===== config.mk =====
export PLATFORM = sky130hd
export DESIGN_NAME = connected_component_labeling
export DESIGN_NICKNAME = d
export VERILOG_FILES = /design/src/rtl/core/ccl_pkg.sv /design/src/rtl/core/ccl_front.sv /design/src/rtl/core/ccl_fifo.sv /design/src/rtl/core/ccl_back.sv /design/src/rtl/core/connected_component_labeling.sv
export VERILOG_INCLUDE_DIRS = /design/src /design/src/rtl/core
export SDC_FILE = /design/constraint.sdc
export NUM_CORES = 2
export LEC_CHECK = 0
export BUFFER_PORTS_ARGS = -buffer_cell sky130_fd_sc_hd__clkbuf_2
export CAP_MARGIN = 25
export CORE_ASPECT_RATIO = 0.7
export CORE_MARGIN = 2
export CORE_UTILIZATION = 52
export DETAILED_ROUTE_END_ITERATION = 6
export PLACE_DENSITY = 0.68
export SLEW_MARGIN = 15
export SYNTH_ARGS = -nofsm -noshare
export SYNTH_HDL_FRONTEND = slang
export SYNTH_SLANG_ARGS = --single-unit
export TNS_END_PERCENT = 100

===== constraint.sdc =====
create_clock -name clk -period 5.2 [get_ports clk]
set_input_delay 0.78 -clock clk [delete_from_list [all_inputs] [get_ports clk]]
set_output_delay 0.78 -clock clk [all_outputs]
set_load 0.01 [all_outputs]

===== src/rtl/core/connected_component_labeling_defines.svh =====
// Assertion macros shared by the connected component labeling RTL.
// No dependencies; included by ccl_back, the only module that carries assertions.
`ifndef CONNECTED_COMPONENT_LABELING_DEFINES_SVH
`define CONNECTED_COMPONENT_LABELING_DEFINES_SVH

// Same-cycle implication, disabled while reset is asserted.
`define CCL_ASSERT_IMP(name, clk, rst_n, ante, cons) \
	name: assert property (@(posedge clk) disable iff (!rst_n) (ante) |-> (cons)) \
		else $error("connected component labeling check failed");

// Next-cycle implication, disabled while reset is asserted.
`define CCL_ASSERT_NEXT(name, clk, rst_n, ante, cons) \
	name: assert property (@(posedge clk) disable iff (!rst_n) (ante) |=> (cons)) \
		else $error("connected component labeling check failed");

`endif


===== src/rtl/core/ccl_pkg.sv =====
// Shared types and constants for the connected component labeling block.
// No dependencies; imported by every module of the block.
package ccl_pkg;

	localparam int RowW       = 32;
	localparam int NodeCountW = 6;
	localparam int VertexW    = 5;
	localparam int LabelW     = 5;
	localparam int CountW     = 6;

	localparam logic [NodeCountW-1:0] NodeCountReset = 6'd32;
	localparam logic [NodeCountW-1:0] RowsLoadedMax  = 6'd63;

	localparam int QDepth = 2;
	localparam int QPtrW  = $clog2(QDepth);

	// One classified row on its way from the front end to the labeling engine.
	typedef struct packed {
		logic [RowW-1:0]       row;
		logic [NodeCountW-1:0] idx;
		logic                  store;
		logic                  last;
		logic [NodeCountW-1:0] n;
	} ccl_row_t;

	typedef enum logic [2:0] {
		ST_LOAD,
		ST_ROOT,
		ST_EXPAND,
		ST_MERGE,
		ST_READ,
		ST_SHOW
	} ccl_state_t;

endpackage


===== src/rtl/core/ccl_front.sv =====
// Front end: node count register, row counter and row classification.
// Depends on ccl_pkg.
module ccl_front #(
	parameter int MAX_NODES = 32
) (
	input  logic                              clk,
	input  logic                              arst_n,
	input  logic                              cfg_we,
	input  logic [ccl_pkg::NodeCountW-1:0]    cfg_wdata,
	input  logic                              row_valid,
	output logic                              row_stall,
	input  logic [ccl_pkg::RowW-1:0]          row_edges,
	output logic                              push_valid,
	input  logic                              push_stall,
	output ccl_pkg::ccl_row_t                 push_entry
);
	import ccl_pkg::*;

	logic [NodeCountW-1:0] node_count_q;
	logic [NodeCountW-1:0] rows_q;
	logic [NodeCountW-1:0] rows_inc;
	logic [NodeCountW-1:0] n_eff;
	logic                  fin;
	logic                  accept;

	// Effective vertex count: zero counts as one, large values saturate.
	always_comb begin
		n_eff = node_count_q;
		if (node_count_q == '0) begin
			n_eff = NodeCountW'(1);
		end else if (int'(node_count_q) > MAX_NODES) begin
			n_eff = NodeCountW'(MAX_NODES);
		end
	end

	assign rows_inc = (rows_q != RowsLoadedMax) ? rows_q + NodeCountW'(1) : rows_q;
	assign fin      = rows_inc >= n_eff;
	assign accept   = row_valid && !row_stall;

	assign row_stall  = push_stall;
	assign push_valid = row_valid;

	always_comb begin
		push_entry.row   = row_edges;
		push_entry.idx   = rows_q;
		push_entry.store = int'(rows_q) < MAX_NODES;
		push_entry.last  = fin;
		push_entry.n     = n_eff;
	end

	always_ff @(posedge clk or negedge arst_n) begin
		if (!arst_n) begin
			node_count_q <= NodeCountReset;
		end else if (cfg_we) begin
			node_count_q <= cfg_wdata;
		end
	end

	always_ff @(posedge clk or negedge arst_n) begin
		if (!arst_n) begin
			rows_q <= '0;
		end else if (accept) begin
			rows_q <= fin ? '0 : rows_inc;
		end
	end

endmodule


===== src/rtl/core/ccl_fifo.sv =====
// Short queue of classified rows between the front end and the engine.
// Depends on ccl_pkg.
module ccl_fifo (
	input  logic              clk,
	input  logic              arst_n,
	input  logic              push_valid,
	output logic              push_stall,
	input  ccl_pkg::ccl_row_t push_entry,
	output logic              pop_valid,
	input  logic              pop_stall,
	output ccl_pkg::ccl_row_t pop_entry
);
	import ccl_pkg::*;

	ccl_row_t           slots_q [QDepth];
	logic [QPtrW-1:0]   wr_ptr_q;
	logic [QPtrW-1:0]   rd_ptr_q;
	logic [QPtrW:0]     fill_q;
	logic               push;
	logic               pop;

	assign push_stall = fill_q == (QPtrW + 1)'(QDepth);
	assign pop_valid  = fill_q != '0;
	assign pop_entry  = slots_q[rd_ptr_q];
	assign push       = push_valid && !push_stall;
	assign pop        = pop_valid && !pop_stall;

	always_ff @(posedge clk) begin
		if (push) begin
			slots_q[wr_ptr_q] <= push_entry;
		end
	end

	always_ff @(posedge clk or negedge arst_n) begin
		if (!arst_n) begin
			wr_ptr_q <= '0;
			rd_ptr_q <= '0;
			fill_q   <= '0;
		end else begin
			if (push) begin
				wr_ptr_q <= (wr_ptr_q == QPtrW'(QDepth - 1)) ? '0 : wr_ptr_q + QPtrW'(1);
			end
			if (pop) begin
				rd_ptr_q <= (rd_ptr_q == QPtrW'(QDepth - 1)) ? '0 : rd_ptr_q + QPtrW'(1);
			end
			if (push && !pop) begin
				fill_q <= fill_q + (QPtrW + 1)'(1);
			end else if (pop && !push) begin
				fill_q <= fill_q - (QPtrW + 1)'(1);
			end
		end
	end

endmodule


===== src/rtl/core/ccl_back.sv =====
// Labeling engine: adjacency and label memories, component walk, result output.
// Depends on ccl_pkg and connected_component_labeling_defines.svh.
`include "connected_component_labeling_defines.svh"

module ccl_back #(
	parameter int MAX_NODES = 32
) (
	input  logic                           clk,
	input  logic                           arst_n,
	input  logic                           q_valid,
	output logic                           q_stall,
	input  ccl_pkg::ccl_row_t              q_entry,
	output logic                           res_valid,
	input  logic                           res_stall,
	output logic [ccl_pkg::VertexW-1:0]    vertex,
	output logic [ccl_pkg::LabelW-1:0]     label,
	output logic                           is_last,
	output logic [ccl_pkg::CountW-1:0]     component_count
);
	import ccl_pkg::*;

	localparam int NW = MAX_NODES;
	localparam int VW = $clog2(MAX_NODES);

	logic [RowW-1:0]   adj_mem [MAX_NODES];
	logic [LabelW-1:0] lab_mem [MAX_NODES];

	ccl_state_t            st_q;
	ccl_state_t            st_d;
	logic [NodeCountW-1:0] n_q;
	logic [NW-1:0]         visited_q;
	logic [NW-1:0]         comp_q;
	logic [NW-1:0]         pending_q;
	logic [CountW-1:0]     count_q;
	logic [VW-1:0]         v_q;
	logic [RowW-1:0]       adj_rd_q;
	logic [LabelW-1:0]     lab_rd_q;

	logic [NW-1:0] nmask;
	logic [NW-1:0] unv;
	logic [NW-1:0] fresh;
	logic [VW-1:0] root_idx;
	logic [VW-1:0] pend_idx;
	logic          q_pop;
	logic          last_v;

	assign q_stall   = st_q != ST_LOAD;
	assign q_pop     = q_valid && !q_stall;
	assign res_valid = st_q == ST_SHOW;

	always_comb begin
		for (int i = 0; i < NW; i++) begin
			nmask[i] = (NodeCountW + 1)'(i) < {1'b0, n_q};
		end
	end

	assign unv   = ~visited_q & nmask;
	assign fresh = NW'(adj_rd_q) & nmask & ~visited_q & ~comp_q;

	// Lowest set bit of the unvisited set and of the pending set.
	always_comb begin
		root_idx = '0;
		pend_idx = '0;
		for (int i = NW - 1; i >= 0; i--) begin
			if (unv[i]) begin
				root_idx = VW'(i);
			end
			if (pending_q[i]) begin
				pend_idx = VW'(i);
			end
		end
	end

	assign last_v = ((NodeCountW + 1)'(v_q) + (NodeCountW + 1)'(1)) == {1'b0, n_q};

	assign vertex          = VertexW'(v_q);
	assign label           = lab_rd_q;
	assign is_last         = last_v;
	assign component_count = last_v ? count_q : '0;

	always_ff @(posedge clk or negedge arst_n) begin
		if (!arst_n) begin
			st_q <= ST_LOAD;
		end else begin
			st_q <= st_d;
		end
	end

	always_comb begin
		st_d = st_q;
		unique case (st_q)
			ST_LOAD: begin
				if (q_pop && q_entry.last) begin
					st_d = ST_ROOT;
				end
			end
			ST_ROOT: begin
				st_d = (unv == '0) ? ST_READ : ST_EXPAND;
			end
			ST_EXPAND: begin
				st_d = ST_MERGE;
			end
			ST_MERGE: begin
				st_d = ((pending_q | fresh) == '0) ? ST_ROOT : ST_EXPAND;
			end
			ST_READ: begin
				st_d = ST_SHOW;
			end
			ST_SHOW: begin
				if (!res_stall) begin
					st_d = last_v ? ST_LOAD : ST_READ;
				end
			end
			default: begin
				st_d = ST_LOAD;
			end
		endcase
	end

	always_ff @(posedge clk or negedge arst_n) begin
		if (!arst_n) begin
			n_q       <= '0;
			visited_q <= '0;
			comp_q    <= '0;
			pending_q <= '0;
			count_q   <= '0;
			v_q       <= '0;
		end else begin
			case (st_q)
				ST_LOAD: begin
					if (q_pop && q_entry.last) begin
						n_q       <= q_entry.n;
						visited_q <= '0;
						count_q   <= '0;
						v_q       <= '0;
					end
				end
				ST_ROOT: begin
					if (unv != '0) begin
						comp_q    <= NW'(1) << root_idx;
						pending_q <= NW'(1) << root_idx;
					end
				end
				ST_EXPAND: begin
					pending_q <= pending_q & ~(NW'(1) << pend_idx);
				end
				ST_MERGE: begin
					comp_q    <= comp_q | fresh;
					pending_q <= pending_q | fresh;
					if ((pending_q | fresh) == '0) begin
						visited_q <= visited_q | comp_q;
						count_q   <= count_q + CountW'(1);
					end
				end
				ST_SHOW: begin
					if (!res_stall && !last_v) begin
						v_q <= v_q + VW'(1);
					end
				end
				default: begin
				end
			endcase
		end
	end

	always_ff @(posedge clk) begin
		if (st_q == ST_LOAD && q_pop && q_entry.store) begin
			adj_mem[q_entry.idx[VW-1:0]] <= q_entry.row;
		end
		if (st_q == ST_EXPAND) begin
			adj_rd_q <= adj_mem[pend_idx];
		end
	end

	always_ff @(posedge clk) begin
		if (st_q == ST_EXPAND) begin
			lab_mem[pend_idx] <= count_q[LabelW-1:0];
		end
		if (st_q == ST_READ) begin
			lab_rd_q <= lab_mem[v_q];
		end
	end

	`CCL_ASSERT_IMP(a_expand_has_work, clk, arst_n, st_q == ST_EXPAND, pending_q != '0 && (pending_q & ~comp_q) == '0)
	`CCL_ASSERT_IMP(a_comp_unvisited, clk, arst_n, st_q == ST_EXPAND || st_q == ST_MERGE, (comp_q & visited_q) == '0)
	`CCL_ASSERT_IMP(a_count_bounded, clk, arst_n, st_q == ST_SHOW, count_q != '0 && count_q <= n_q)
	`CCL_ASSERT_IMP(a_all_labeled, clk, arst_n, st_q == ST_SHOW, visited_q == nmask)

endmodule


===== src/rtl/core/connected_component_labeling.sv =====
// Top level of the connected component labeling block.
// Depends on ccl_pkg, ccl_front, ccl_fifo and ccl_back.
//
//   Channel   Handshake                 Payload
//   rows      row_valid / row_stall     row_edges
//   results   res_valid / res_stall     vertex, label, is_last, component_count
//   config    cfg_we                    cfg_wdata (node_count)
//
// Each row is registered in the queue before the engine sees it.
// After the last row, labeling passes the root state once per component, the expand and
// merge states for each vertex walked (one adjacency memory read each) and a closing root
// state; each result is then read from the label memory and shown.
// Reset clears all control state; the adjacency and label memories are not cleared.
// A stalled result holds the engine; the row side stalls only when the queue fills.
module connected_component_labeling #(
	parameter int MAX_NODES = 32
) (
	input  logic                              clk,
	input  logic                              arst_n,
	input  logic                              cfg_we,
	input  logic [ccl_pkg::NodeCountW-1:0]    cfg_wdata,
	input  logic                              row_valid,
	output logic                              row_stall,
	input  logic [ccl_pkg::RowW-1:0]          row_edges,
	output logic                              res_valid,
	input  logic                              res_stall,
	output logic [ccl_pkg::VertexW-1:0]       vertex,
	output logic [ccl_pkg::LabelW-1:0]        label,
	output logic                              is_last,
	output logic [ccl_pkg::CountW-1:0]        component_count
);
	import ccl_pkg::*;

	// Classified rows travel from the front end through the queue.
	ccl_row_t push_entry;
	ccl_row_t pop_entry;
	logic     push_valid;
	logic     push_stall;
	logic     pop_valid;
	logic     pop_stall;

	// The front end owns the node count register and the row counter. It
	// tags each row with its index, whether it is stored, and whether it
	// completes the graph, so the engine never looks at the configuration.
	ccl_front #(
		.MAX_NODES(MAX_NODES)
	) u_front (
		.clk       (clk),
		.arst_n    (arst_n),
		.cfg_we    (cfg_we),
		.cfg_wdata (cfg_wdata),
		.row_valid (row_valid),
		.row_stall (row_stall),
		.row_edges (row_edges),
		.push_valid(push_valid),
		.push_stall(push_stall),
		.push_entry(push_entry)
	);

	// A short queue lets rows of the next graph transfer in while the
	// engine is still labeling and reporting the current one.
	ccl_fifo u_fifo (
		.clk       (clk),
		.arst_n    (arst_n),
		.push_valid(push_valid),
		.push_stall(push_stall),
		.push_entry(push_entry),
		.pop_valid (pop_valid),
		.pop_stall (pop_stall),
		.pop_entry (pop_entry)
	);

	// The engine stores rows, walks each component from its lowest
	// unvisited vertex, and reports one label per vertex in vertex order.
	ccl_back #(
		.MAX_NODES(MAX_NODES)
	) u_back (
		.clk            (clk),
		.arst_n         (arst_n),
		.q_valid        (pop_valid),
		.q_stall        (pop_stall),
		.q_entry        (pop_entry),
		.res_valid      (res_valid),
		.res_stall      (res_stall),
		.vertex         (vertex),
		.label          (label),
		.is_last        (is_last),
		.component_count(component_count)
	);

endmodule

# ---- Word level (Yosys, flattened, before mapping)
# Memory sizes are Yosys's and may differ from the RTL's. A register that Yosys moved wholly into a read port is not among the register bits.
# Cells that the tools add are included.
# W data, S select, Z words.
dict set report totals {
  register_bits 132
  latch_bits 0
  ramBits 1276
  romBits 0
  input_bits 43
  output_inout_bits 19
  word_cells 213
  memories 3
}
# name depth word_bits read_ports rd_ports_with_merged_regs write_ports line_no
set memory_table {}
lappend memory_table {u_back.adj_mem 32 32 1 1 1 ccl_back.sv:25} ;# logic [RowW-1:0] adj_mem [MAX_NODES];
lappend memory_table {u_back.lab_mem 32 5 1 1 1 ccl_back.sv:26} ;# logic [LabelW-1:0] lab_mem [MAX_NODES];
lappend memory_table {u_fifo.slots_q 2 46 1 0 1 ccl_fifo.sv:15} ;# ccl_row_t slots_q [QDepth];
dict set report classes {
  n_addsub 8
  multipliers 0
  n_div 0
  magnitude_cmp 35
  n_eq_ne 13
  shifts 2
  n_mux 97
  bitwise_logic 11
  n_reduce_logical 32
}
# op n
set ops {}
lappend ops {{$mux W5} 66}
lappend ops {{$and A32 B32 Y32} 5}
lappend ops {{$pmux W32 S2} 2}
lappend ops {{$lt A5 B6 Y1 const A} 16}
lappend ops {{$mux W32} 3}
lappend ops {{$not A32 Y32} 3}
lappend ops {{$or A32 B32 Y32} 3}
lappend ops {{$pmux W32 S3} 1}
lappend ops {{$logic_not A32 Y1} 2}
lappend ops {{$shl A1 B5 Y32 const A} 2}
lappend ops {{$lt A4 B6 Y1 const A} 8}
lappend ops {{$mux W6} 7}
lappend ops {{$reduce_bool A32 Y1} 1}
lappend ops {{$lt A3 B6 Y1 const A} 4}
lappend ops {{$pmux W3 S6} 1}
lappend ops {{$add A6 B1 Y6 const B} 2}
lappend ops {{$lt A1 B6 Y1 const A} 2}
lappend ops {{$lt A2 B6 Y1 const A} 2}
lappend ops {{$mux W3} 4}
lappend ops {{$pmux W6 S2} 1}
lappend ops {{$pmux W5 S2} 1}
lappend ops {{$reduce_bool A2 Y1} 5}
lappend ops {{$logic_and A1 B1 Y1} 8}
lappend ops {{$mux W1} 8}
lappend ops {{other kinds (23)} 41}

# ---- Depth between registers and ports, before layout
dict set report logic_depth {
  ltp_word 37
  depth_mapped 16
}

# ---- Cells and area by module
# Synthesis repeated with hierarchy kept, for this count alone.
dict set report unflattened {
  hier_cells 4438
  area_unflattened_um2 59620.9
}
# module n_inst cells_each area_per_inst_um2 seq_area_each_um2
set modules_own_cells {}
lappend modules_own_cells {ccl_back 1 4155 54892.6 39567.9}
lappend modules_own_cells {ccl_fifo 1 162 3646.0 2862.7}
lappend modules_own_cells {ccl_front 1 121 1082.3 301.5}

# ---- Worst setup path before layout
# Ideal clock, no wire load.
dict set report synth_timing {
  path_kind {register to register}
  startpoint {reg u_back.st_q[1]}
  endpoint {mem u_back.lab_mem[30][0] (enable)}
  setup_ps 374
  arrival_ps 3055
  required_ps 4826
  setup_slack_ps 1771
  path_stages_with_launch 7
  synth_period_minus_slack_ps 3429
  path_cell_list {dfrtp_1 -> nor2b_1 -> nand2_1 -> inv_1 -> clkbuf_1 -> nand2_1 -> nor3_1}
}
dict set report synth_via {
  elab_chain_cells 3
}
# element line_no
set synth_rtl {}
lappend synth_rtl {{start, declared} ccl_back.sv:28} ;# ccl_state_t st_q;
lappend synth_rtl {{start signal, assigned} ccl_back.sv:85} ;# st_q <= st_d;
lappend synth_rtl {{$eq A3 B2 Y1} ccl_back.sv:176} ;# if (st_q == ST_EXPAND) begin
lappend synth_rtl {{$mux W1} ccl_back.sv:176}
lappend synth_rtl {{$mux W1 (not written as such)} ccl_back.sv:177} ;# lab_mem[pend_idx] <= count_q[LabelW-1:0];
lappend synth_rtl {{end, declared} ccl_back.sv:26}
# Every way passes these cells.

# ---- Worst setup path after layout
dict set report layout_timing {
  startpoint {reg u_back.pending_q[31]}
  endpoint {reg u_back.adj_rd_q[28], read port of u_back.adj_mem (data pin)}
}
dict set report layout_via {
  elab_chain_cells 32
}
# element line_no
set layout_rtl {}
lappend layout_rtl {{start, declared} ccl_back.sv:33} ;# logic [NW-1:0] pending_q;
lappend layout_rtl {{start signal, assigned} ccl_back.sv:141} ;# pending_q <= NW'(1) << root_idx;
lappend layout_rtl {{start signal, assigned} ccl_back.sv:145} ;# pending_q <= pending_q & ~(NW'(1) << pend_idx);
lappend layout_rtl {{start signal, assigned} ccl_back.sv:149} ;# pending_q <= pending_q | fresh;
lappend layout_rtl {{$mux W5 (32 in a row)} ccl_back.sv:68} ;# if (pending_q[i]) begin
lappend layout_rtl {{end, declared} ccl_back.sv:36} ;# logic [RowW-1:0] adj_rd_q;
# Every way passes these cells.
# A chain may end at the register's enable or synchronous reset.

==> key figures <==
STA
  – Period utilization: 0.8378
  – Fmax: around 230 MHz
  – Rel. slew slack: 0.2497
  – Worst slew pin tran: roughly 1.1 ns
  – Max-slew violation count: 0
  – Setup TNS Final: 0 ns
  – Clock period minus final worst setup slack: around 4.4 ns
  – RSZ-0062 raised after global routing: no
  – Post-Route Hold Slack: between 0.15 and 0.2 ns
  – Setup-failing EPs final: 0
  – Final hold vios: 0
  – Clk_skew: 0.03308 ns
  – Setup ws final: about 0.84 ns

Place
  – Dpl cells: around 5,900
  – Setup WS pre-CTS: around 1.0 ns
  – Routability cong.: between 0.9 and 1
  – Cell Area, Placed: a little over 60,000 um2
  – Port buffer count: 61
  – Detailed Place HPWL: between 100,000 and 150,000 um

Layout
  – Nets: between 4,000 and 5,000
  – Ant. Diodes: 0
  – Area delta synth->final: 12.26%
  – Layout cell share with drive strength beyond 1: 0.1183
  – Fillers: roughly 8,700
  – Final Cell Area: 66,000 um2
  – Layout Cells excl Fill: 6,130

Synthesis
  – Sequential share of the synthesized area: 0.7258
  – EDFF count, synth: between 1,000 and 1,500
  – Number of synthesized register bits: 1,443
  – Top-count cell post-synth: edfxtp_1
  – Leading area contributor after synthesis: edfxtp_1
  – Mean Syn Cell Area: 13.30 um2
  – Post-synth top cells: edfxtp_1 (1,311), nand2_1 (1,017), nand3_1 (254), a31oi_1 (195), nor2_1 (188)
  – Synthesized area: between 50,000 and 60,000 um2
  – Synth top area share: 0.6696
  – Syn Inst Count: approximately 4,400
  – Library cells used by synthesis: 84
  – Synth area leaders: edfxtp_1 (67%), nand2_1 (6.5%), dfrtp_1 (5.6%)
  – Ys Warns: 0
  – Share of synthesized flip-flops with an asynchronous set or reset: 0.09148
  – Dominant synthesized flop cell: edfxtp_1
  – Synthesized Nets: roughly 4,500

Die
  – Die ar.: roughly 120,000 um2
  – Width of the chip: ~400 um
  – I/O pin cnt: 62
  – Die Ht: 285.3 um
  – Core ar.: ~110,000 um2
  – Starting Density: 0.5226
  – Rows: between 100 and 150

Routing
  – Drt drc: 3
  – WL/cell: 29.75 um
  – First-pass DRT Iterations: 7
  – Met1 WL: 76,070 um
  – Met2 routed WL: about 76,000 um
  – Number of DRC markers in iteration 0: about 7,000
  – Via Count: between 30,000 and 40,000
  – Highest metal used: met5
  – Routed Antenna Nets: 0
  – Final wirelength: 182,300 um
  – Met3 wire length: ~25,000 um
  – Vias per cell: approximately 6.5

Setup path
  – Top delay family on crit path: compound AO/OA/AOI/OAI gates
  – Type of origin of the critical path: flip-flop
  – Critical Path RT: between 5 and 6 ns
  – Critical Path End Type: flip-flop
  – Reg-to-reg slack, setup: ~0.84 ns
  – Critical Path Max Stage Delay: around 0.9 ns
  – WS Path Type: flip-flop to flip-flop
  – Worst R2R Path Depth: 11
  – RR Endpoint: u_back.adj_rd_q[28]
  – Critical path arrival: between 4 and 5 ns
  – Worst Path Max Fanout: 60
  – Crit path max-delay cell type: a211o_4
  – Crit path buffers/inverters: 1
  – Worst path cell trace: nor2b_1, o211ai_1, o211ai_1, a221oi_1, a211o_4, buf_4, nand2_1, a31oi_1, a21oi_1, and3_1, a31oi_1
  – Worst R2R Start: u_back.pending_q[31]

Pwr
  – Peak VDD IR: between 0.0006 and 0.0007 V
  – Switching power: 17,610 uW
  – Sequential power share: 0.373
  – Pwr dens: approximately 650 nW/um2
  – Logic gate share of total power: 0.398
  – Switching Share: 0.4122
  – Clock share of power: 0.230
  – Internal Power: 25,120 uW
  – Leakage: 0.02264 uW

CTS
  – Sink Count: ~1,400
  – Post-CTS Setup Bufs: 0
  – Post-CTS resize count: 0
  – Cts hold-fix bufs: 1
  – Depth of the CTS H-tree: 4
  – Clk buf depth: 3
  – CTS root buf: clkbuf_16
  – Clock latency on the worst-skew pair: roughly 0.77 ns
  – CTS Buf Count: 138
  – Clk pin slew, worst setup/hold paths: 0.07 ns
  – TritonCTS clock tree: built

Run status
  – Status: complete, but fails checks
  – Failing checks: DRC

Hold path
  – Hold endpoint: u_fifo.slots_q[0][28]
  – Type of the worst min-delay path: primary input to flip-flop
  – Hold Path Cell Cnt: 1
  – Worst hold start: row_edges[14]

GRT
  – GRT Total Usage: 0.3145
  – Largest net degree at the start of global routing: 86
  – Total gr overflow: 0
  – First-pass GRT wire length: approximately 260,000 um
  – Initial antenna violation count: 5
  – Vias in the first global route: 36,820

Job
  – Max Cap Viol: 0
[routing by layer]
layer  track usage  vias to the layer above
met5             0                        -
met4       0.09861                        6
met3       0.07751                      350
met2        0.4348                     2807
met1        0.4890                    19720
li1              -                    16780
[worst max-delay path by stage]
stage	start	end	slack [ns]	depth (start not counted)
final	u_back.pending_q[31]	u_back.adj_rd_q[28]	0.84	11
after global routing	u_back.pending_q[31]	u_back.adj_rd_q[15]	0.64	12
after CTS	u_back.pending_q[31]	u_back.adj_rd_q[15]	0.96	12
after detailed placement	u_back.pending_q[31]	u_back.adj_rd_q[11]	1.01	11
after global placement	u_back.pending_q[19]	u_back.adj_rd_q[14]	0.96	9
after floorplan	u_back.st_q[1]	u_back.lab_mem[30][0]	1.77	6
[worst reg2reg max path: cells and delay by family, from the launching register on]
kind / cells / cell delay (ns)
compound gates: 7 / 2.73
buf+inv: 1 / 0.55
flops: 1 / 0.43
simple gates: 3 / 0.48
[flip-flops by register name (all words and copies together) (netlist names), 6 cells and up]
register              count
u_back.adj_mem         1024
u_back.visited_q         32
u_back.lab_mem          160
u_front.node_count_q      6
u_back.count_q            6
u_back.pending_q         32
u_back.adj_rd_q          32
u_fifo.slots_q           90
u_back.n_q                6
u_back.comp_q            32
u_front.rows_q            6
[power groups by stage]
stage	combinational [uW]	sequential (uW)	clock, uW
CTS	16600	15900	9870
floorplan	10900	15300	0
global placement	16300	16100	0
global route	18200	16000	10300
finish	17000	15900	9820
detailed placement	16500	16100	0
[cell type report]
cell class	instances	area, um2	share of cell area
Clock inverter	65	533.0	0.008076
Sequential cell	1443	42680	0.6466
Tap cell	1522	1904	0.02885
Inverter	56	210.2	0.003185
Clock buffer	179	3776	0.05721
Timing Repair Buffer	205	1753	0.02656
Multi-Input combinational cell	2660	15150	0.2295
[metrics by stage]
step             util  total power (uW)
6_report       0.5867             42730
5_1_grt        0.5867             44440
4_1_cts        0.5867             42320
3_5_place_dp   0.5483             32610
3_3_place_gp   0.5481             32430
2_1_floorplan       -             26160
[cell families after synthesis]
logic type	Yosys count	share of synthesized area
fa+ha+maj	11	0.002298
buf+inv	317	0.02283
mux	186	0.03698
simple gates	1697	0.1252
compound gates	750	0.08450
xor+xnor	16	0.002383
flops	1443	0.7258
[cells in the final DEF (no fill, tap or decap), types with 10 or more instances in the layout]
cell type	count
a2111oi_0	12
a211oi_1	13
a21oi_1	158
a221oi_1	12
a22oi_1	22
a311oi_1	53
a31oi_1	194
a32oi_1	14
and2_1	13
and3_1	77
buf_12	28
buf_4	114
clkbuf_1	32
clkbuf_16	145
clkbuf_2	60
clkinv_1	30
clkinv_2	16
dfrtp_1	129
edfxtp_1	1311
ha_1	10
inv_1	54
mux2_2	50
mux2i_1	116
mux4_2	20
nand2_1	1014
nand2b_1	14
nand3_1	253
nand4_1	10
nor2_1	151
nor2_4	37
nor2b_1	12
nor3_1	41
nor4_1	31
o211ai_1	10
o21ai_0	96
o21ai_1	17
o221ai_1	59
o22ai_1	23
Power figures use the tool's default switching activity.
